==> src/hdl/x86ild_pkg.sv <==
package x86ild_pkg;

    typedef enum logic [2:0] {
        KIND_NONE  = 3'd0,
        KIND_MODRM = 3'd1,
        KIND_IMM   = 3'd2,
        KIND_ADDR  = 3'd3,
        KIND_REL16 = 3'd4,
        KIND_FAR   = 3'd5,
        KIND_REL8  = 3'd6,
        KIND_UNDEF = 3'd7
    } t_kind;

    typedef struct packed {
        t_kind kind;
        logic  wide;
    } t_class;

    // One instruction as handed from the front to the back; bytes not received read as zero
    typedef struct packed {
        logic [15:0]     start;
        logic [5:0][7:0] bytes;
        logic [2:0]      len;
        t_kind           kind;
        logic            wide;
        logic            trunc;
        logic            last;
    } t_instr;

    typedef struct packed {
        logic [15:0] instr_offset;
        logic [7:0]  opcode;
        logic [7:0]  modrm_byte;
        logic        has_modrm;
        logic [15:0] displacement;
        logic [15:0] immediate;
        logic [15:0] segment_word;
        logic [2:0]  instr_length;
        t_kind       operand_kind;
        logic [15:0] branch_target;
        logic        truncated;
        logic        last;
    } t_result;

    localparam int QUEUE_DEPTH    = 4;
    localparam int QUEUE_PTR_BITS = 2;
    localparam int QUEUE_CNT_BITS = 3;

    localparam logic [7:0] OP_GRP1_IMM8   = 8'h80;
    localparam logic [7:0] OP_GRP1_IMM16  = 8'h81;
    localparam logic [7:0] OP_GRP1_IMM8B  = 8'h82;
    localparam logic [7:0] OP_GRP1_SIMM8  = 8'h83;
    localparam logic [7:0] OP_MOV_RM8     = 8'hC6;
    localparam logic [7:0] OP_MOV_RM16    = 8'hC7;
    localparam logic [7:0] OP_GRP3_RM8    = 8'hF6;
    localparam logic [7:0] OP_GRP3_RM16   = 8'hF7;

    function automatic t_class classify(input logic [7:0] op);
        t_class c;
        c.kind = KIND_NONE;
        c.wide = 1'b0;
        if (op < 8'h40) begin
            case (op[2:0])
                3'd0, 3'd1, 3'd2, 3'd3: c.kind = KIND_MODRM;
                3'd4: c.kind = KIND_IMM;
                3'd5: begin
                    c.kind = KIND_IMM;
                    c.wide = 1'b1;
                end
                default: c.kind = KIND_NONE;
            endcase
        end else if (op < 8'h60) begin
            c.kind = KIND_NONE;
        end else if (op < 8'h70) begin
            c.kind = KIND_UNDEF;
        end else if (op < 8'h80) begin
            c.kind = KIND_REL8;
        end else if (op < 8'h90) begin
            c.kind = KIND_MODRM;
        end else if (op == 8'h9A) begin
            c.kind = KIND_FAR;
        end else if (op < 8'hA0) begin
            c.kind = KIND_NONE;
        end else if (op < 8'hA4) begin
            c.kind = KIND_ADDR;
        end else if (op == 8'hA8) begin
            c.kind = KIND_IMM;
        end else if (op == 8'hA9) begin
            c.kind = KIND_IMM;
            c.wide = 1'b1;
        end else if (op < 8'hB0) begin
            c.kind = KIND_NONE;
        end else if (op < 8'hB8) begin
            c.kind = KIND_IMM;
        end else if (op < 8'hC0) begin
            c.kind = KIND_IMM;
            c.wide = 1'b1;
        end else begin
            case (op)
                8'hC0, 8'hC1, 8'hC8, 8'hC9, 8'hF1: c.kind = KIND_UNDEF;
                8'hC2, 8'hCA: begin
                    c.kind = KIND_IMM;
                    c.wide = 1'b1;
                end
                8'hCD, 8'hD4, 8'hD5, 8'hE4, 8'hE5, 8'hE6, 8'hE7: c.kind = KIND_IMM;
                8'hE8, 8'hE9: c.kind = KIND_REL16;
                8'hEA: c.kind = KIND_FAR;
                8'hEB, 8'hE0, 8'hE1, 8'hE2, 8'hE3: c.kind = KIND_REL8;
                8'hF6, 8'hF7, 8'hFE, 8'hFF,
                8'hC4, 8'hC5, 8'hC6, 8'hC7,
                8'hD0, 8'hD1, 8'hD2, 8'hD3,
                8'hD8, 8'hD9, 8'hDA, 8'hDB, 8'hDC, 8'hDD, 8'hDE, 8'hDF:
                    c.kind = KIND_MODRM;
                default: c.kind = KIND_NONE;
            endcase
        end
        return c;
    endfunction

    function automatic logic [2:0] need_len(input t_kind kind, input logic wide);
        logic [2:0] n;
        case (kind)
            KIND_MODRM: n = 3'd2;
            KIND_IMM:   n = wide ? 3'd3 : 3'd2;
            KIND_ADDR,
            KIND_REL16: n = 3'd3;
            KIND_FAR:   n = 3'd5;
            KIND_REL8:  n = 3'd2;
            default:    n = 3'd1;
        endcase
        return n;
    endfunction

    function automatic logic [1:0] disp_len(input logic [7:0] modrm);
        logic [1:0] n;
        case (modrm[7:6])
            2'd0:    n = (modrm[2:0] == 3'd6) ? 2'd2 : 2'd0;
            2'd1:    n = 2'd1;
            2'd2:    n = 2'd2;
            default: n = 2'd0;
        endcase
        return n;
    endfunction

    function automatic logic [1:0] group_imm_len(input logic [7:0] op, input logic [7:0] modrm);
        logic [1:0] n;
        case (op)
            OP_GRP1_IMM8, OP_GRP1_IMM8B, OP_GRP1_SIMM8, OP_MOV_RM8: n = 2'd1;
            OP_GRP1_IMM16, OP_MOV_RM16: n = 2'd2;
            OP_GRP3_RM8:  n = (modrm[5:3] < 3'd2) ? 2'd1 : 2'd0;
            OP_GRP3_RM16: n = (modrm[5:3] < 3'd2) ? 2'd2 : 2'd0;
            default:      n = 2'd0;
        endcase
        return n;
    endfunction

endpackage

==> src/hdl/x86ild_front.sv <==
module x86ild_front #(
    parameter int OFFSET_BITS = 16
) (
    input  logic                i_clk,
    input  logic                i_rst_n,
    input  logic                i_push,
    input  logic [7:0]          i_code_byte,
    input  logic                i_end_of_code,
    input  logic                i_q_full,
    output logic                o_q_push,
    output x86ild_pkg::t_instr  o_instr
);
    import x86ild_pkg::*;

    localparam int BUF_DEPTH = 5;

    logic [OFFSET_BITS-1:0] r_offset;
    logic [7:0]             r_buf [BUF_DEPTH];
    logic [2:0]             r_count;
    logic [2:0]             r_need;
    t_kind                  r_kind;
    logic                   r_wide;
    logic [15:0]            r_start;

    logic       accept;
    logic       first;
    t_class     cls;
    t_kind      n_kind;
    logic       n_wide;
    logic [2:0] n_need;
    logic [2:0] n_count;
    logic [15:0] n_start;
    logic       done;

    assign accept = i_push && !i_q_full;
    assign first  = (r_count == 3'd0);
    assign cls    = classify(i_code_byte);

    always_comb begin
        if (first) begin
            n_kind = cls.kind;
            n_wide = cls.wide;
            n_need = need_len(cls.kind, cls.wide);
        end else begin
            n_kind = r_kind;
            n_wide = r_wide;
            n_need = r_need;
            // second byte of a ModRM form settles the full length
            if (r_count == 3'd1 && r_kind == KIND_MODRM) begin
                n_need = 3'd2 + {1'b0, disp_len(i_code_byte)}
                       + {1'b0, group_imm_len(r_buf[0], i_code_byte)};
            end
        end
    end

    assign n_count = r_count + 3'd1;
    assign n_start = first ? r_offset[15:0] : r_start;
    assign done    = (n_count >= n_need) || i_end_of_code;

    always_comb begin
        for (int i = 0; i < BUF_DEPTH; i++) begin
            if (3'(i) < r_count) begin
                o_instr.bytes[i] = r_buf[i];
            end else if (3'(i) == r_count) begin
                o_instr.bytes[i] = i_code_byte;
            end else begin
                o_instr.bytes[i] = 8'h00;
            end
        end
        o_instr.bytes[5] = (r_count == 3'd5) ? i_code_byte : 8'h00;
        o_instr.start    = n_start;
        o_instr.len      = n_count;
        o_instr.kind     = n_kind;
        o_instr.wide     = n_wide;
        o_instr.trunc    = (n_count < n_need);
        o_instr.last     = i_end_of_code;
    end

    assign o_q_push = accept && done;

    always_ff @(posedge i_clk) begin
        if (!i_rst_n) begin
            r_offset <= '0;
            r_count  <= 3'd0;
            r_need   <= 3'd0;
            r_kind   <= KIND_NONE;
            r_wide   <= 1'b0;
        end else if (accept) begin
            r_offset <= i_end_of_code ? '0 : r_offset + 1'b1;
            r_count  <= done ? 3'd0 : n_count;
            r_need   <= done ? 3'd0 : n_need;
            r_kind   <= n_kind;
            r_wide   <= n_wide;
        end
    end

    always_ff @(posedge i_clk) begin
        if (accept) begin
            r_start <= n_start;
            if (r_count < 3'(BUF_DEPTH)) begin
                r_buf[r_count] <= i_code_byte;
            end
        end
    end

    a_count_range: assert property (@(posedge i_clk) disable iff (!i_rst_n)
        r_count < 3'(BUF_DEPTH + 1))
        else $error("front byte count out of range");

    a_len_nonzero: assert property (@(posedge i_clk) disable iff (!i_rst_n)
        o_q_push |-> (o_instr.len != 3'd0 && o_instr.len <= 3'd6))
        else $error("emitted word has bad length");

    a_trunc_last: assert property (@(posedge i_clk) disable iff (!i_rst_n)
        (o_q_push && o_instr.trunc) |-> o_instr.last)
        else $error("truncated word without end of code");

endmodule

==> src/hdl/x86ild_queue.sv <==
module x86ild_queue (
    input  logic               i_clk,
    input  logic               i_rst_n,
    input  logic               i_push,
    input  x86ild_pkg::t_instr i_data,
    output logic               o_full,
    input  logic               i_pop,
    output x86ild_pkg::t_instr o_data,
    output logic               o_empty
);
    import x86ild_pkg::*;

    t_instr                    r_mem [QUEUE_DEPTH];
    logic [QUEUE_PTR_BITS-1:0] r_wr_ptr;
    logic [QUEUE_PTR_BITS-1:0] r_rd_ptr;
    logic [QUEUE_CNT_BITS-1:0] r_count;

    logic do_push;
    logic do_pop;

    assign o_full  = (r_count == QUEUE_CNT_BITS'(QUEUE_DEPTH));
    assign o_empty = (r_count == '0);
    assign do_push = i_push && !o_full;
    assign do_pop  = i_pop && !o_empty;
    assign o_data  = r_mem[r_rd_ptr];

    always_ff @(posedge i_clk) begin
        if (!i_rst_n) begin
            r_wr_ptr <= '0;
            r_rd_ptr <= '0;
            r_count  <= '0;
        end else begin
            if (do_push) begin
                r_wr_ptr <= r_wr_ptr + 1'b1;
            end
            if (do_pop) begin
                r_rd_ptr <= r_rd_ptr + 1'b1;
            end
            case ({do_push, do_pop})
                2'b10:   r_count <= r_count + 1'b1;
                2'b01:   r_count <= r_count - 1'b1;
                default: r_count <= r_count;
            endcase
        end
    end

    always_ff @(posedge i_clk) begin
        if (do_push) begin
            r_mem[r_wr_ptr] <= i_data;
        end
    end

    a_count_max: assert property (@(posedge i_clk) disable iff (!i_rst_n)
        r_count <= QUEUE_CNT_BITS'(QUEUE_DEPTH))
        else $error("queue overfilled");

    a_ptr_gap: assert property (@(posedge i_clk) disable iff (!i_rst_n)
        (r_wr_ptr - r_rd_ptr) == r_count[QUEUE_PTR_BITS-1:0])
        else $error("queue pointers disagree with count");

endmodule

==> src/hdl/x86ild_back.sv <==
module x86ild_back (
    input  logic                i_clk,
    input  logic                i_rst_n,
    input  x86ild_pkg::t_instr  i_head,
    input  logic                i_q_empty,
    output logic                o_q_pop,
    input  logic                i_pop,
    output logic                o_empty,
    output x86ild_pkg::t_result o_result
);
    import x86ild_pkg::*;

    function automatic logic [15:0] sext8(input logic [7:0] v);
        return {{8{v[7]}}, v};
    endfunction

    logic    r_valid;
    t_result r_result;
    t_result n_result;

    logic [7:0]  op;
    logic [1:0]  dl;
    logic [1:0]  gl;
    logic [2:0]  imm_pos;
    logic [2:0]  imm_pos_hi;
    logic        take;

    assign op         = i_head.bytes[0];
    assign dl         = disp_len(i_head.bytes[1]);
    assign gl         = group_imm_len(op, i_head.bytes[1]);
    assign imm_pos    = 3'd2 + {1'b0, dl};
    assign imm_pos_hi = imm_pos + 3'd1;

    always_comb begin
        n_result              = '0;
        n_result.instr_offset = i_head.start;
        n_result.opcode       = op;
        n_result.instr_length = i_head.len;
        n_result.operand_kind = i_head.kind;
        n_result.truncated    = i_head.trunc;
        n_result.last         = i_head.last;
        case (i_head.kind)
            KIND_MODRM: begin
                if (i_head.len >= 3'd2) begin
                    n_result.modrm_byte = i_head.bytes[1];
                    n_result.has_modrm  = 1'b1;
                    case (dl)
                        2'd1:    n_result.displacement = sext8(i_head.bytes[2]);
                        2'd2:    n_result.displacement = {i_head.bytes[3], i_head.bytes[2]};
                        default: n_result.displacement = 16'h0000;
                    endcase
                    // group immediate sits after the displacement, 0x83 included
                    case (gl)
                        2'd1:    n_result.immediate = {8'h00, i_head.bytes[imm_pos]};
                        2'd2:    n_result.immediate = {i_head.bytes[imm_pos_hi],
                                                       i_head.bytes[imm_pos]};
                        default: n_result.immediate = 16'h0000;
                    endcase
                end
            end
            KIND_IMM: begin
                n_result.immediate = i_head.wide ? {i_head.bytes[2], i_head.bytes[1]}
                                                 : {8'h00, i_head.bytes[1]};
            end
            KIND_ADDR: begin
                n_result.immediate = {i_head.bytes[2], i_head.bytes[1]};
            end
            KIND_REL16: begin
                n_result.displacement = {i_head.bytes[2], i_head.bytes[1]};
            end
            KIND_FAR: begin
                n_result.immediate    = {i_head.bytes[2], i_head.bytes[1]};
                n_result.segment_word = {i_head.bytes[4], i_head.bytes[3]};
            end
            KIND_REL8: begin
                n_result.displacement = sext8(i_head.bytes[1]);
            end
            default: begin
                n_result.immediate = 16'h0000;
            end
        endcase
        if ((i_head.kind == KIND_REL16 || i_head.kind == KIND_REL8) && !i_head.trunc) begin
            n_result.branch_target = i_head.start + {13'd0, i_head.len}
                                   + n_result.displacement;
        end
    end

    // refill the output register when it is free or being drained
    assign take     = !i_q_empty && (!r_valid || i_pop);
    assign o_q_pop  = take;
    assign o_empty  = !r_valid;
    assign o_result = r_result;

    always_ff @(posedge i_clk) begin
        if (!i_rst_n) begin
            r_valid <= 1'b0;
        end else if (take) begin
            r_valid <= 1'b1;
        end else if (i_pop) begin
            r_valid <= 1'b0;
        end
    end

    always_ff @(posedge i_clk) begin
        if (take) begin
            r_result <= n_result;
        end
    end

endmodule

==> src/hdl/x86_16_instruction_length_decoder_core.sv <==
// Splits a stream of 16-bit x86 code bytes into instructions. One code byte is taken per
// clock unless the four-entry queue is full; each finished instruction (or a partial one cut
// off by end of code) yields one result word carrying its start offset, opcode, ModRM,
// displacement, immediate, far segment, length, operand class and branch target. Input runs at
// one byte per cycle unless that queue is full, so results never outpace input. A result word
// reaches the output register by way of the queue: the byte-tracking front end writes it into
// the queue as its final byte is taken, and the field extractor then loads it into the output
// register. Input stalls only when that queue is full.
module x86_16_instruction_length_decoder_core #(
    parameter int OFFSET_BITS = 16
) (
    input  logic               i_clk,
    input  logic               i_rst_n,
    input  logic               push,
    output logic               full,
    input  logic [7:0]         i_code_byte,
    input  logic               i_end_of_code,
    input  logic               pop,
    output logic               empty,
    output logic [15:0]        o_instr_offset,
    output logic [7:0]         o_opcode,
    output logic [7:0]         o_modrm_byte,
    output logic               o_has_modrm,
    output logic signed [15:0] o_displacement,
    output logic [15:0]        o_immediate,
    output logic [15:0]        o_segment_word,
    output logic [2:0]         o_instr_length,
    output logic [2:0]         o_operand_kind,
    output logic [15:0]        o_branch_target,
    output logic               o_truncated,
    output logic               o_last
);
    import x86ild_pkg::*;

    t_instr  w_front_instr;
    t_instr  w_head;
    t_result w_res;
    logic    w_q_push;
    logic    w_q_full;
    logic    w_q_pop;
    logic    w_q_empty;

    x86ild_front #(
        .OFFSET_BITS (OFFSET_BITS)
    ) u_front (
        .i_clk         (i_clk),
        .i_rst_n       (i_rst_n),
        .i_push        (push),
        .i_code_byte   (i_code_byte),
        .i_end_of_code (i_end_of_code),
        .i_q_full      (w_q_full),
        .o_q_push      (w_q_push),
        .o_instr       (w_front_instr)
    );

    x86ild_queue u_queue (
        .i_clk   (i_clk),
        .i_rst_n (i_rst_n),
        .i_push  (w_q_push),
        .i_data  (w_front_instr),
        .o_full  (w_q_full),
        .i_pop   (w_q_pop),
        .o_data  (w_head),
        .o_empty (w_q_empty)
    );

    x86ild_back u_back (
        .i_clk     (i_clk),
        .i_rst_n   (i_rst_n),
        .i_head    (w_head),
        .i_q_empty (w_q_empty),
        .o_q_pop   (w_q_pop),
        .i_pop     (pop),
        .o_empty   (empty),
        .o_result  (w_res)
    );

    assign full            = w_q_full;
    assign o_instr_offset  = w_res.instr_offset;
    assign o_opcode        = w_res.opcode;
    assign o_modrm_byte    = w_res.modrm_byte;
    assign o_has_modrm     = w_res.has_modrm;
    assign o_displacement  = signed'(w_res.displacement);
    assign o_immediate     = w_res.immediate;
    assign o_segment_word  = w_res.segment_word;
    assign o_instr_length  = w_res.instr_length;
    assign o_operand_kind  = w_res.operand_kind;
    assign o_branch_target = w_res.branch_target;
    assign o_truncated     = w_res.truncated;
    assign o_last          = w_res.last;

endmodule

==> config.mk <==
export PLATFORM = sky130hd
export DESIGN_NAME = x86_16_instruction_length_decoder_core
export DESIGN_NICKNAME = d
export VERILOG_FILES = /design/src/hdl/x86ild_pkg.sv /design/src/hdl/x86ild_front.sv /design/src/hdl/x86ild_queue.sv /design/src/hdl/x86ild_back.sv /design/src/hdl/x86_16_instruction_length_decoder_core.sv
export SDC_FILE = /design/constraint.sdc
export NUM_CORES = 1
export LEC_CHECK = 0
export BUFFER_PORTS_ARGS = -buffer_cell sky130_fd_sc_hd__buf_2
export CAP_MARGIN = 20
export CORE_MARGIN = 2
export CORE_UTILIZATION = 65
export DETAILED_ROUTE_END_ITERATION = 7
export PLACE_DENSITY = 0.84
export SLEW_MARGIN = 20
export SYNTH_ARGS = -nofsm -noshare
export SYNTH_HDL_FRONTEND = slang
export SYNTH_SLANG_ARGS = --single-unit
==> constraint.sdc <==
create_clock -name i_clk -period 24.9 [get_ports i_clk]
set_input_delay 4.98 -clock i_clk [delete_from_list [all_inputs] [get_ports i_clk]]
set_output_delay 4.98 -clock i_clk [all_outputs]
set_load 0.01 [all_outputs]
==> summary.txt, run 1 <==
Floorplanning
  – Effective utilization at floorplan: between 60% and 70%
  – Top-level port count: 120
  – Number of rows created at floorplan: 65
  – Die span in y: 183 µm
  – Placeable core area: approximately 32,000 µm²
  – Die extent in x: between 150 and 200 µm
  – Die Footprint: approximately 34,000 µm²

Global routing
  – Overall Global Routing Usage: 29.5%
  – Number of antenna violations at the first check in global routing: 1
  – First-pass GRT wire length: approximately 73,000 µm
  – Global route overflow: 0
  – Number of global-route vias before repair: about 12k
  – Pin count of the biggest net entering global routing: approximately 80

STA
  – Worst hold-check slack: between 0.4 and 0.5 ns
  – Slew at the pin closest to its max-slew limit: about 1.1 ns
  – Setup violators final: 0
  – Clock skew after layout: ~0.014 ns
  – FMAX: about 110 MHz
  – Time the final worst path needs with I/O delays and setup: 9.04 ns
  – Setup TNS after final layout: 0 ns
  – Final Hold Viols: 0
  – Final worst-path cycle share: a little over a third
  – Worst-case headroom to the max-slew limit: between 20% and 30%
  – RSZ-0062 raised after global routing: no
  – Max Slew Vio Count: 0

Routing
  – Starting DRT DRC Count: roughly 1.8k
  – Average detailed-routed wire length per instance: 25.7 µm
  – Detailed Routing Iterations Pass 1: 5
  – Detail-routed via count per cell: 6.65
  – Detailed-route DRC error count: 0
  – Total wirelength of the detailed-routed design: roughly 50,000 µm
  – Vias after detailed routing: between 10k and 15k
  – Number of nets with antenna violations after detailed routing: 0

Clocking
  – Post-CTS Hold Buffers: 0
  – Worst-skew pair later-pin latency: about 0.55 ns
  – # clock sinks: 489
  – CTS tree: built
  – Post-CTS repair timing setup buffer count: 0
  – Clk root buf: sky130_fd_sc_hd__clkbuf_16
  – Number of CTS-inserted buffers: between 40 and 50
  – Count of H-tree levels built during CTS: 2
  – Number of gates resized after CTS: 0
  – Worst-case clock buffer depth: 3
  – Clk pin slew, worst setup/hold paths: 0.06 ns

Synthesis
  – Post-synth top area cell: sky130_fd_sc_hd__edfxtp_1
  – Number of enable-type register cells in the synthesized netlist: approximately 450
  – Number of nets produced by synthesis: 1,417
  – Distinct cell type count of the synthesized netlist: 78
  – Synthesized area: 20,900 µm²
  – Sequential area share after synthesis: around two thirds
  – Warning count from the yosys run: 0
  – Fraction of synthesis flops using an asynchronous set or reset pin: 0%
  – Top flip-flop cell by instance count after synthesis: sky130_fd_sc_hd__edfxtp_1
  – Cell types occupying the most area after synthesis: sky130_fd_sc_hd__edfxtp_1 65%, sky130_fd_sc_hd__mux4_2 8.5%, sky130_fd_sc_hd__dfxtp_1 3.5%
  – Mapped Avg Cell Area: between 15 and 20 µm²
  – Flip-flop and latch count after synthesis: about 490
  – Share of the synthesized area in the top cell type: between 60% and 70%
  – Gate Count Post-Synth: ~1.4k

Critical path
  – Worst path slowest cell: sky130_fd_sc_hd__nor3_1
  – Worst path arrival time: between 9 and 10 ns
  – Category of cells accounting for the largest share of critical-path delay: compound AO/OA/AOI/OAI gates
  – Chain of cells forming the critical path: buf_2 > or2_2 > a2111oi_0 > nor3_1 > nand2_1 > a2111oi_0 > or2_1 > ha_1 > a21o_1 > a21oi_1 > a21oi_1 > inv_1 > ha_1 > inv_1 > fa_1 > xor2_1 > or3_1 > a21boi_0
  – Critical path peak fanout: 31
  – Cell depth of the worst flop-to-flop path: 22
  – Slowest stage delay, CP: between 0.4 and 0.5 ns
  – RR Endpoint: u_back.o_result[17]
  – Worst Path Required: about 25 ns
  – Critical path startpoint category: input port
  – Crit path capture type: flop
  – Critical path buffers and inverters: 3
  – Setup CP Type: in2reg
  – Minimum setup slack among reg-to-reg paths: roughly 18 ns

Final layout
  – Area growth from synthesis to layout: 11.6%
  – Share of post-route cells with drive strength above 1: between 15 and 20%
  – Most frequent cells in the layout: 453 x sky130_fd_sc_hd__edfxtp_1, 172 x sky130_fd_sc_hd__nand2_1, 119 x sky130_fd_sc_hd__buf_2
  – Antenna cell count: 0
  – Final core utilization: approximately 74%
  – Leading cell type in the layout, fill and taps excluded: sky130_fd_sc_hd__edfxtp_1
  – Final layout net count: roughly 1.5k

Outcome
  – Outcome: finished, final reports clean

Run
  – Max capacitance violation total: 0

Placed design
  – Sum of net half-perimeters after detailed placement: 29,600 µm
  – Port Buffer Count: 119
  – Last weighted congestion value of the routability-driven placer: approximately 0.9

Worst hold path
  – Hold Crit Class: reg2reg
  – Hold Path End: u_front.r_need[0]
  – Hold path startpoint: u_front.r_need[0]
  – Worst Hold Depth: 2

Power
  – Worst ir drop on vdd: 0.0739 mV
  – Pwr Density: between 100 and 150 nW/µm²
  – Leakage power: 8.49 nW
-- area by class of cell --
type | count | area (µm²)
Sequential cell | 489 | 14300
Multi-Input combinational cell | 760 | 6140
Inverter | 36 | 135
Tap cell | 402 | 503
Clock buffer | 64 | 1260
Fill cell | 1830 | 8250
Timing Repair Buffer | 133 | 713
Clock inverter | 22 | 218
-- per-stage QoR --
step / instance area [µm²] / cells / total power, W / worst slack [ns]
floorplan: 20900 / 1353 / 0.00184 / 12.77
global placement: 21800 / 1819 / 0.00209 / 15.50
detailed placement: 21800 / 1819 / 0.00213 / 15.34
CTS: 23300 / 1905 / 0.00282 / 15.91
global route: 23300 / 1906 / 0.00295 / 15.38
finish: 23300 / 1906 / 0.00283 / 15.86
-- how the worst max path moves through the flow --
stage | from | end | slack [ns] | cells past startpoint
finish | i_code_byte[5] | u_queue.r_count[2] | 15.86 | 18
global route | i_code_byte[5] | u_queue.r_count[2] | 15.38 | 18
global placement | i_code_byte[5] | u_queue.r_mem[1][12] | 15.50 | 19
CTS | i_code_byte[5] | u_queue.r_count[2] | 15.91 | 18
detailed placement | i_code_byte[5] | u_queue.r_count[2] | 15.34 | 18
floorplan | pop | u_queue.r_count[2] | 12.77 | 8
-- state kept, by name, indices dropped and copies added, names as in the netlist, 3 cells and up, named ones only --
signal	cells
u_front.r_offset	16
u_front.r_count	3
u_front.r_start	16
u_front.r_need	3
u_back.o_result	105
u_front.r_kind	3
u_queue.r_count	3
u_queue.r_mem	292
u_front.r_buf	40
-- Yosys cell counts, types with 4 or more instances --
cell type                  number
sky130_fd_sc_hd__a31oi_1        5
sky130_fd_sc_hd__and3_1        30
sky130_fd_sc_hd__nand2_1      172
sky130_fd_sc_hd__a21boi_0      11
sky130_fd_sc_hd__ha_1          46
sky130_fd_sc_hd__xnor2_1       13
sky130_fd_sc_hd__fa_1           5
sky130_fd_sc_hd__o21ai_1       25
sky130_fd_sc_hd__edfxtp_1     453
sky130_fd_sc_hd__a221o_1        7
sky130_fd_sc_hd__o21a_1         6
sky130_fd_sc_hd__a22o_1        22
sky130_fd_sc_hd__or3_1          9
sky130_fd_sc_hd__dfxtp_1       36
sky130_fd_sc_hd__inv_1         32
sky130_fd_sc_hd__and2_1        20
sky130_fd_sc_hd__nor3_1        19
sky130_fd_sc_hd__o31ai_1        9
sky130_fd_sc_hd__nand2b_1       8
sky130_fd_sc_hd__buf_4          5
sky130_fd_sc_hd__clkbuf_1      49
sky130_fd_sc_hd__nand4_1        8
sky130_fd_sc_hd__o21ai_0       37
sky130_fd_sc_hd__nor2b_1       17
sky130_fd_sc_hd__a22oi_1        9
sky130_fd_sc_hd__buf_2         11
sky130_fd_sc_hd__nand3_1       22
sky130_fd_sc_hd__a211oi_1       4
sky130_fd_sc_hd__mux4_2        79
sky130_fd_sc_hd__nor2_1        58
sky130_fd_sc_hd__nor3b_1        4
sky130_fd_sc_hd__a21oi_1       24
sky130_fd_sc_hd__mux2i_1       18
sky130_fd_sc_hd__xor2_1        17
-- cells by family (layout without fill, tap and decap cells) --
group | Yosys count | count (layout) | synth area share (%)
muxes | 98 | 98 | 9.44
xor gates and xnor gates | 30 | 30 | 1.26
and+or+nand+nor | 392 | 392 | 9.15
adders and majority gates | 51 | 51 | 3.24
DFF | 489 | 489 | 68.6
buffers and inverters | 104 | 255 | 2.06
AOI/OAI and AO/OA | 189 | 189 | 6.25
-- where the power goes --
part | switching, W | total (W) | internal, W
sequential | 0.0000636 | 0.00119 | 0.00113
clock | 0.000293 | 0.000689 | 0.000396
combinational | 0.000595 | 0.000950 | 0.000355
total | 0.000951 | 0.00283 | 0.00188
-- worst min-delay path, stage by stage (launching register included) --
cell	delay (ns)
sky130_fd_sc_hd__dfxtp_1	0.31
sky130_fd_sc_hd__nand3_1	0.06
sky130_fd_sc_hd__o21ai_1	0.06
-- per-layer routing --
layer  routed length, µm  track usage (%)  vias to the layer above
met2               23900             47.9                      866
met1               18700             41.0                     6236
li1                    -                -                     5431
met5                  18                0                        -
met4                1750             10.4                        2
met3                4610             5.32                      143
(Power assumes the default switching activity.)
==> inputs of run 2 (changes only) <==
--- a/config.mk
+++ b/config.mk
@@ -5,12 +5,13 @@
 export SDC_FILE = /design/constraint.sdc
 export NUM_CORES = 1
 export LEC_CHECK = 0
+export ABC_AREA = 1
 export BUFFER_PORTS_ARGS = -buffer_cell sky130_fd_sc_hd__buf_2
 export CAP_MARGIN = 20
 export CORE_MARGIN = 2
-export CORE_UTILIZATION = 65
+export CORE_UTILIZATION = 61
 export DETAILED_ROUTE_END_ITERATION = 7
-export PLACE_DENSITY = 0.84
+export PLACE_DENSITY = 0.8
 export SLEW_MARGIN = 20
 export SYNTH_ARGS = -nofsm -noshare
 export SYNTH_HDL_FRONTEND = slang
==> constraint.sdc (replaced) <==
create_clock -name i_clk -period 8.45 [get_ports i_clk]
set_input_delay 1.69 -clock i_clk [delete_from_list [all_inputs] [get_ports i_clk]]
set_output_delay 1.69 -clock i_clk [all_outputs]
set_load 0.01 [all_outputs]
==> run 2 against run 1 <==
Net effect:
- clock skew increased by 0.00058 ns
- total power increased to 3.4 times the previous value
- hold slack got worse by 0.013 ns
==> summary.txt, run 2 <==
Outcome
  – Outcome: finished, final reports clean

Clocking
  – Post-CTS Hold Buffers: 0
  – CTS tree: built
  – Post-CTS repair timing setup buffer count: 0
  – Worst-skew pair later-pin latency: 0.58 ns
  – Number of CTS-inserted buffers: 48
  – # clock sinks: approximately 490
  – Clk root buf: sky130_fd_sc_hd__clkbuf_16
  – Count of H-tree levels built during CTS: 2
  – Number of gates resized after CTS: 0
  – Worst-case clock buffer depth: 3
  – Clk pin slew, worst setup/hold paths: approximately 0.060 ns

Final layout
  – Final core utilization: just under 70%
  – Leading cell type in the layout, fill and taps excluded: sky130_fd_sc_hd__edfxtp_1
  – Multi-input combinational cell area: roughly 6000 µm²
  – Final layout net count: 1,999
  – Largest register by flop count: u_queue.r_mem
  – Antenna cell count: 0
  – Area growth from synthesis to layout: 12.1%
  – Share of post-route cells with drive strength above 1: a little over an eighth
  – Most frequent cells in the layout: 453 x sky130_fd_sc_hd__edfxtp_1, 327 x sky130_fd_sc_hd__nand2_1, 161 x sky130_fd_sc_hd__o21ai_0
  – Number of inserted filler cells in the final layout: between 2k and 2.5k
  – Footprint of the flip-flops and latches: 14,300 µm²
  – Flip-flop count of the largest register after layout: 292

Placed design
  – Last weighted congestion value of the routability-driven placer: 0.936
  – Sum of net half-perimeters after detailed placement: between 30,000 and 40,000 µm
  – Port Buffer Count: around 120

Synthesis
  – Commonest cells in the synthesized netlist: 453 x sky130_fd_sc_hd__edfxtp_1, 327 x sky130_fd_sc_hd__nand2_1, 164 x sky130_fd_sc_hd__nor2_1
  – Top flip-flop cell by instance count after synthesis: sky130_fd_sc_hd__edfxtp_1
  – Cell types occupying the most area after synthesis: sky130_fd_sc_hd__edfxtp_1 64%, sky130_fd_sc_hd__nand2_1 5.8%, sky130_fd_sc_hd__o21ai_0 3.8%
  – Warning count from the yosys run: 0
  – Gate Count Post-Synth: ~1.8k
  – Library cell with the highest instance count after synthesis: sky130_fd_sc_hd__edfxtp_1
  – Fraction of synthesis flops using an asynchronous set or reset pin: 0%
  – Synthesized area: between 20,000 and 25,000 µm²
  – Post-synth top area cell: sky130_fd_sc_hd__edfxtp_1
  – Distinct cell type count of the synthesized netlist: 61
  – Sequential area share after synthesis: 67.4%
  – Number of enable-type register cells in the synthesized netlist: between 400 and 500
  – Mapped Avg Cell Area: 11.6 µm²
  – Share of the synthesized area in the top cell type: 64.0%
  – Number of nets produced by synthesis: roughly 1.9k
  – Flip-flop and latch count after synthesis: roughly 490

STA
  – RSZ-0062 raised after global routing: no
  – Final Hold Viols: 0
  – Setup TNS after final layout: 0 ns
  – Setup violators final: 0
  – Worst-case headroom to the max-slew limit: ~29%
  – Worst hold-check slack: approximately 0.46 ns
  – FMAX: between 150 and 200 MHz
  – Clock skew after layout: approximately 0.015 ns
  – Slew at the pin closest to its max-slew limit: about 1.1 ns
  – Time the final worst path needs with I/O delays and setup: about 6.2 ns
  – Max Slew Vio Count: 0
  – Final worst-path cycle share: ~74%

Routing
  – Average detailed-routed wire length per instance: about 21 µm
  – Total wirelength of the detailed-routed design: approximately 51,000 µm
  – Vias after detailed routing: 14.7k
  – Starting DRT DRC Count: around 1.7k
  – Detailed-route DRC error count: 0
  – Detailed Routing Iterations Pass 1: 6
  – Detail-routed via count per cell: roughly 6.0
  – Number of nets with antenna violations after detailed routing: 0

Worst hold path
  – Hold Crit Class: reg2reg
  – Hold path startpoint: u_front.r_need[0]

Floorplanning
  – Die span in y: 191 µm
  – Effective utilization at floorplan: 61.7%
  – Number of rows created at floorplan: 68
  – Top-level port count: 120
  – Placeable core area: between 30,000 and 40,000 µm²
  – Die extent in x: roughly 190 µm
  – Die Footprint: about 36,000 µm²

Global routing
  – Pin count of the biggest net entering global routing: roughly 140
  – First-pass GRT wire length: approximately 77,000 µm
  – Number of global-route vias before repair: about 14k
  – Overall Global Routing Usage: between 20% and 30%
  – Global route overflow: 0
  – Number of antenna violations at the first check in global routing: 0

Power
  – Reported net switching power: 0.00378 W
  – Fraction of power consumed by sequential logic: between 30% and 40%
  – Combinational cell fraction of total power: approximately two fifths
  – Pwr Density: between 400 and 500 nW/µm²
  – Internal Dissipation: between 0.005 and 0.006 W
  – Worst ir drop on vdd: around 0.31 mV
  – Share of total power in the clock network: approximately 23%
  – Switching portion of total power: between 30% and 40%
  – Leakage power: between 8 and 9 nW

Critical path
  – Worst Path Required: 8.79 ns
  – Crit path capture type: flop
  – Cell depth of the worst flop-to-flop path: 30
  – Worst path slowest cell: sky130_fd_sc_hd__dfxtp_4
  – Capturing instance or port of the critical path: u_back.o_result[17]
  – Worst path arrival time: roughly 6.6 ns
  – Critical path peak fanout: 142
  – RR Endpoint: u_back.o_result[17]
  – Minimum setup slack among reg-to-reg paths: ~2.2 ns
  – WP depth: 30
  – Slowest stage delay, CP: between 0.7 and 0.8 ns
  – Critical path buffers and inverters: 9
  – Setup CP Type: reg2reg
  – Category of cells accounting for the largest share of critical-path delay: simple AND/OR/NAND/NOR gates
  – Critical path startpoint category: flop

Run
  – Max capacitance violation total: 0
-- run 2: cell count changes after synthesis, moves of 67 or more --
| cell | before | now |
|---|---|---|
| sky130_fd_sc_hd__nand2_1 | 172 | 327 |
| sky130_fd_sc_hd__nor2_1 | 58 | 164 |
| sky130_fd_sc_hd__o21ai_0 | 37 | 161 |
| sky130_fd_sc_hd__inv_1 | 32 | 132 |
| sky130_fd_sc_hd__nand3_1 | 22 | 89 |
| sky130_fd_sc_hd__mux4_2 | 79 | 0 |
| sky130_fd_sc_hd__a21oi_1 | 24 | 117 |
-- run 2: worst min-delay path by stage --
stage	endpoint	slack, ns	depth (start not counted)
after floorplan	flop	0.44	2
after detailed placement	u_front.r_need[0]	0.46	2
after global routing	flop	0.50	2
final	u_front.r_need[0]	0.46	2
after CTS	u_front.r_need[0]	0.47	2
after global placement	u_front.r_need[1]	0.45	2
-- run 2: cells by family (layout without fill, tap and decap cells) --
| logic type | after synthesis | after routing | synth area share [%] |
|---|---|---|---|
| AO/OA/AOI/OAI | 429 | 429 | 12.1 |
| buffers and inverters | 226 | 371 | 4.68 |
| XOR/XNOR | 5 | 5 | 0.241 |
| adder cells (fa/ha/maj) | 51 | 51 | 3.18 |
| flip-flops | 489 | 489 | 67.4 |
| AND/OR/NAND/NOR | 628 | 628 | 12.4 |
-- run 2: per-layer routing --
layer / vias up / track usage, % / routed length (µm)
met5: - / 0 / 0
met4: 0 / 10.9 / 1800
met3: 121 / 5.10 / 5190
met2: 837 / 42.8 / 23100
met1: 6916 / 40.5 / 20600
li1: 6791 / - / -
-- run 2: layout make-up --
type / instances / area share, %
flip-flops and latches: 489 / 60.1
well taps: 455 / 2.39
repair buffers: 132 / 3.12
clock inverters: 30 / 1.45
inverters: 151 / 2.41
clock buffers: 58 / 5.37
multi-input cells: 1113 / 25.2
-- run 2: power groups by stage --
stage                     clock [W]  sequential (W)  combinational [W]
after floorplan                   0         0.00376            0.00243
after global placement            0         0.00361            0.00362
after detailed placement          0         0.00363            0.00370
after CTS                   0.00220         0.00359            0.00373
after global routing        0.00230         0.00363            0.00419
final                       0.00218         0.00358            0.00380
-- run 2: stage by stage --
step	total power, W	instance area (µm²)	cells	worst slack (ns)
2_1_floorplan	0.00619	21300	1828	0.951
5_1_grt	0.0101	23800	2428	1.73
3_3_place_gp	0.00723	22200	2339	2.16
3_5_place_dp	0.00733	22200	2339	2.07
6_report	0.00956	23800	2428	2.21
4_1_cts	0.00952	23800	2427	2.31
-- run 2: worst min-delay path, cell delays in order, from the launching register on --
cell and delay, ns:
sky130_fd_sc_hd__dfxtp_1 0.31, sky130_fd_sc_hd__nand2_1 0.06, sky130_fd_sc_hd__a21oi_1 0.05
==> inputs of run 3 (changes only) <==
==> constraint.sdc (replaced) <==
create_clock -name i_clk -period 6.1 [get_ports i_clk]
set_input_delay 1.22 -clock i_clk [delete_from_list [all_inputs] [get_ports i_clk]]
set_output_delay 1.22 -clock i_clk [all_outputs]
set_load 0.01 [all_outputs]
==> run 3 against run 2 <==
Net effect:
- final cell count grew 0.12%
- critical path type unchanged
- first-iteration DRC count shrank 2.3%
- sequential cell count is the same
- critical path depth shrank 6
- clock power grew 26%
- count of clock-buffer cells in the layout shrank 2
- largest cell class unchanged
- maximum frequency grew 13%
- routed wire length grew 3.0%
==> summary.txt, run 3 (synthesis gave the netlist of run 2 again) <==
Routing
  – Detailed-route DRC error count: 0
  – Number of nets with antenna violations after detailed routing: 0
  – Total wirelength of the detailed-routed design: about 52,000 µm
  – Starting DRT DRC Count: about 1.7k
  – Detail-routed via count per cell: approximately 6
  – Average detailed-routed wire length per instance: around 21 µm
  – Detailed Routing Iterations Pass 1: 6
  – Vias after detailed routing: 14.8k

Floorplanning
  – Placeable core area: 34,500 µm²
  – Effective utilization at floorplan: roughly three fifths
  – Die extent in x: 191 µm
  – Die Footprint: 36,400 µm²
  – Die span in y: approximately 190 µm
  – Top-level port count: 120
  – Number of rows created at floorplan: 68

Outcome
  – Outcome: finished, final reports clean

Clocking
  – Number of CTS-inserted buffers: 46
  – Post-CTS repair timing setup buffer count: 0
  – # clock sinks: just under 500
  – Post-CTS Hold Buffers: 0
  – Number of gates resized after CTS: 0
  – Worst-case clock buffer depth: 3
  – Clk pin slew, worst setup/hold paths: around 0.070 ns
  – Worst-skew pair later-pin latency: between 0.5 and 0.6 ns
  – Count of H-tree levels built during CTS: 2
  – CTS tree: built
  – Clk root buf: sky130_fd_sc_hd__clkbuf_16

Power
  – Pwr Density: 551 nW/µm²
  – Worst ir drop on vdd: ~0.39 mV
  – Leakage power: a little under 9 nW
  – Power, Total: roughly 0.013 W

STA
  – Worst setup margin: between 0.5 and 0.6 ns
  – RSZ-0062 raised after global routing: no
  – Worst-case headroom to the max-slew limit: between 30% and 40%
  – Setup TNS after final layout: 0 ns
  – Max Slew Vio Count: 0
  – Time the final worst path needs with I/O delays and setup: 5.52 ns
  – Final worst-path cycle share: approximately nine tenths
  – Setup violators final: 0
  – Worst hold-check slack: 0.468 ns
  – Slew at the pin closest to its max-slew limit: about 1.0 ns
  – Final Hold Viols: 0
  – FMAX: about 180 MHz
  – Clock skew after layout: between 0.02 and 0.025 ns

Final layout
  – Most frequent cells in the layout: 453 x sky130_fd_sc_hd__edfxtp_1, 327 x sky130_fd_sc_hd__nand2_1, 161 x sky130_fd_sc_hd__o21ai_0
  – Antenna cell count: 0
  – Multi-input combinational cell area: between 6000 and 7000 µm²
  – Share of post-route cells with drive strength above 1: roughly an eighth
  – Final layout net count: between 2k and 2.5k
  – Footprint of the flip-flops and latches: between 10,000 and 15,000 µm²
  – Number of inserted filler cells in the final layout: 2,358
  – Area growth from synthesis to layout: 11.6%
  – Leading cell type in the layout, fill and taps excluded: sky130_fd_sc_hd__edfxtp_1
  – Largest register by flop count: u_queue.r_mem
  – Flip-flop count of the largest register after layout: ~300

Placed design
  – Port Buffer Count: between 100 and 150
  – Last weighted congestion value of the routability-driven placer: between 0.9 and 1
  – Pre-CTS WS: about 0.66 ns
  – Sum of net half-perimeters after detailed placement: approximately 34,000 µm

Critical path
  – Worst Path Required: 6.43 ns
  – RR Endpoint: u_back.o_result[17]
  – Minimum setup slack among reg-to-reg paths: about 0.58 ns
  – Setup CP Type: reg2reg
  – Worst path arrival time: 5.84 ns
  – Cell depth of the worst flop-to-flop path: 24
  – Crit path capture type: flop
  – Critical path startpoint category: flop
  – Critical path peak fanout: 47

Global routing
  – Number of global-route vias before repair: 14.0k
  – Overall Global Routing Usage: 28.9%
  – Global route overflow: 0
  – Pin count of the biggest net entering global routing: 85
  – Number of antenna violations at the first check in global routing: 0
  – First-pass GRT wire length: between 70,000 and 80,000 µm

Run
  – Max capacitance violation total: 0

Worst hold path
  – Hold Path End: u_front.r_offset[15]
  – Hold Crit Class: reg2reg
  – Worst Hold Depth: 2
  – Hold path startpoint: u_front.r_offset[15]
## run 3: changes by cell type in the layout (fill, tap and decap cells not counted), sizes merged
cell,change
buf,+8
bufinv,-5
clkbuf,-2
clkinv,-1
clkinvlp,+5
inv,-2
## run 3: report_power, final
part / leakage, nW / internal (W) / switching [W] / total, W
clock: 0.688 / 0.00154 / 0.00120 / 0.00275
combinational: 3.57 / 0.00155 / 0.00387 / 0.00541
sequential: 4.56 / 0.00471 / 0.000212 / 0.00492
total: 8.82 / 0.00780 / 0.00528 / 0.0131
## run 3: worst max path at each step
stage,startpoint,endpoint,slack [ns]
2_1_floorplan,i_code_byte[5],u_queue.r_mem[0][0],-0.93
3_3_place_gp,i_code_byte[4],u_queue.r_count[2],0.72
3_5_place_dp,i_code_byte[1],u_queue.r_count[2],0.66
4_1_cts,flop,u_back.o_result[17],0.68
5_1_grt,flop,u_back.o_result[17],0.20
6_report,flop,u_back.o_result[17],0.58
## run 3: area by class of cell
class	instances	area share (%)
sequential	489	60.4
inverter	151	2.42
multi-input combinational	1113	25.3
clock inverter	27	0.807
clock buffer	56	5.28
tap	455	2.40
timing repair buffer	140	3.42
## run 3: through the flow
step / cells / util (%) / area, µm²
floorplan: 1828 / - / 21300
global placement: 2347 / 64.6 / 22200
detailed placement: 2347 / 64.6 / 22300
CTS: 2430 / 68.8 / 23700
global route: 2431 / 68.9 / 23700
finish: 2431 / 68.9 / 23700
## run 3: routing by layer
metal | track usage (%) | routed length [µm] | vias up
met2 | 45.6 | 24300 | 924
met1 | 39.9 | 20900 | 7004
met4 | 11.3 | 1720 | 0
met3 | 5.59 | 5220 | 126
met5 | 0 | 0 | -
li1 | - | - | 6786
## run 3: worst max-delay path: stages (launching register included)
cell	delay, ns
sky130_fd_sc_hd__dfxtp_4	0.47
sky130_fd_sc_hd__buf_4	0.43
sky130_fd_sc_hd__nand2_1	0.13
sky130_fd_sc_hd__nand3_1	0.15
sky130_fd_sc_hd__nand2_2	0.22
sky130_fd_sc_hd__nand2_4	0.45
sky130_fd_sc_hd__inv_2	0.36
sky130_fd_sc_hd__o21ai_2	0.37
sky130_fd_sc_hd__o22ai_1	0.19
sky130_fd_sc_hd__fa_1	0.57
sky130_fd_sc_hd__ha_1	0.17
sky130_fd_sc_hd__inv_1	0.06
sky130_fd_sc_hd__fa_1	0.35
sky130_fd_sc_hd__inv_1	0.09
sky130_fd_sc_hd__nand3_1	0.08
sky130_fd_sc_hd__nand2_1	0.14
sky130_fd_sc_hd__a21oi_1	0.08
sky130_fd_sc_hd__inv_1	0.09
sky130_fd_sc_hd__a21oi_1	0.07
sky130_fd_sc_hd__nor2_1	0.08
sky130_fd_sc_hd__nor2_1	0.08
sky130_fd_sc_hd__o31ai_1	0.38
sky130_fd_sc_hd__nand2_1	0.10
sky130_fd_sc_hd__nand2_1	0.07
sky130_fd_sc_hd__nor2_1	0.04
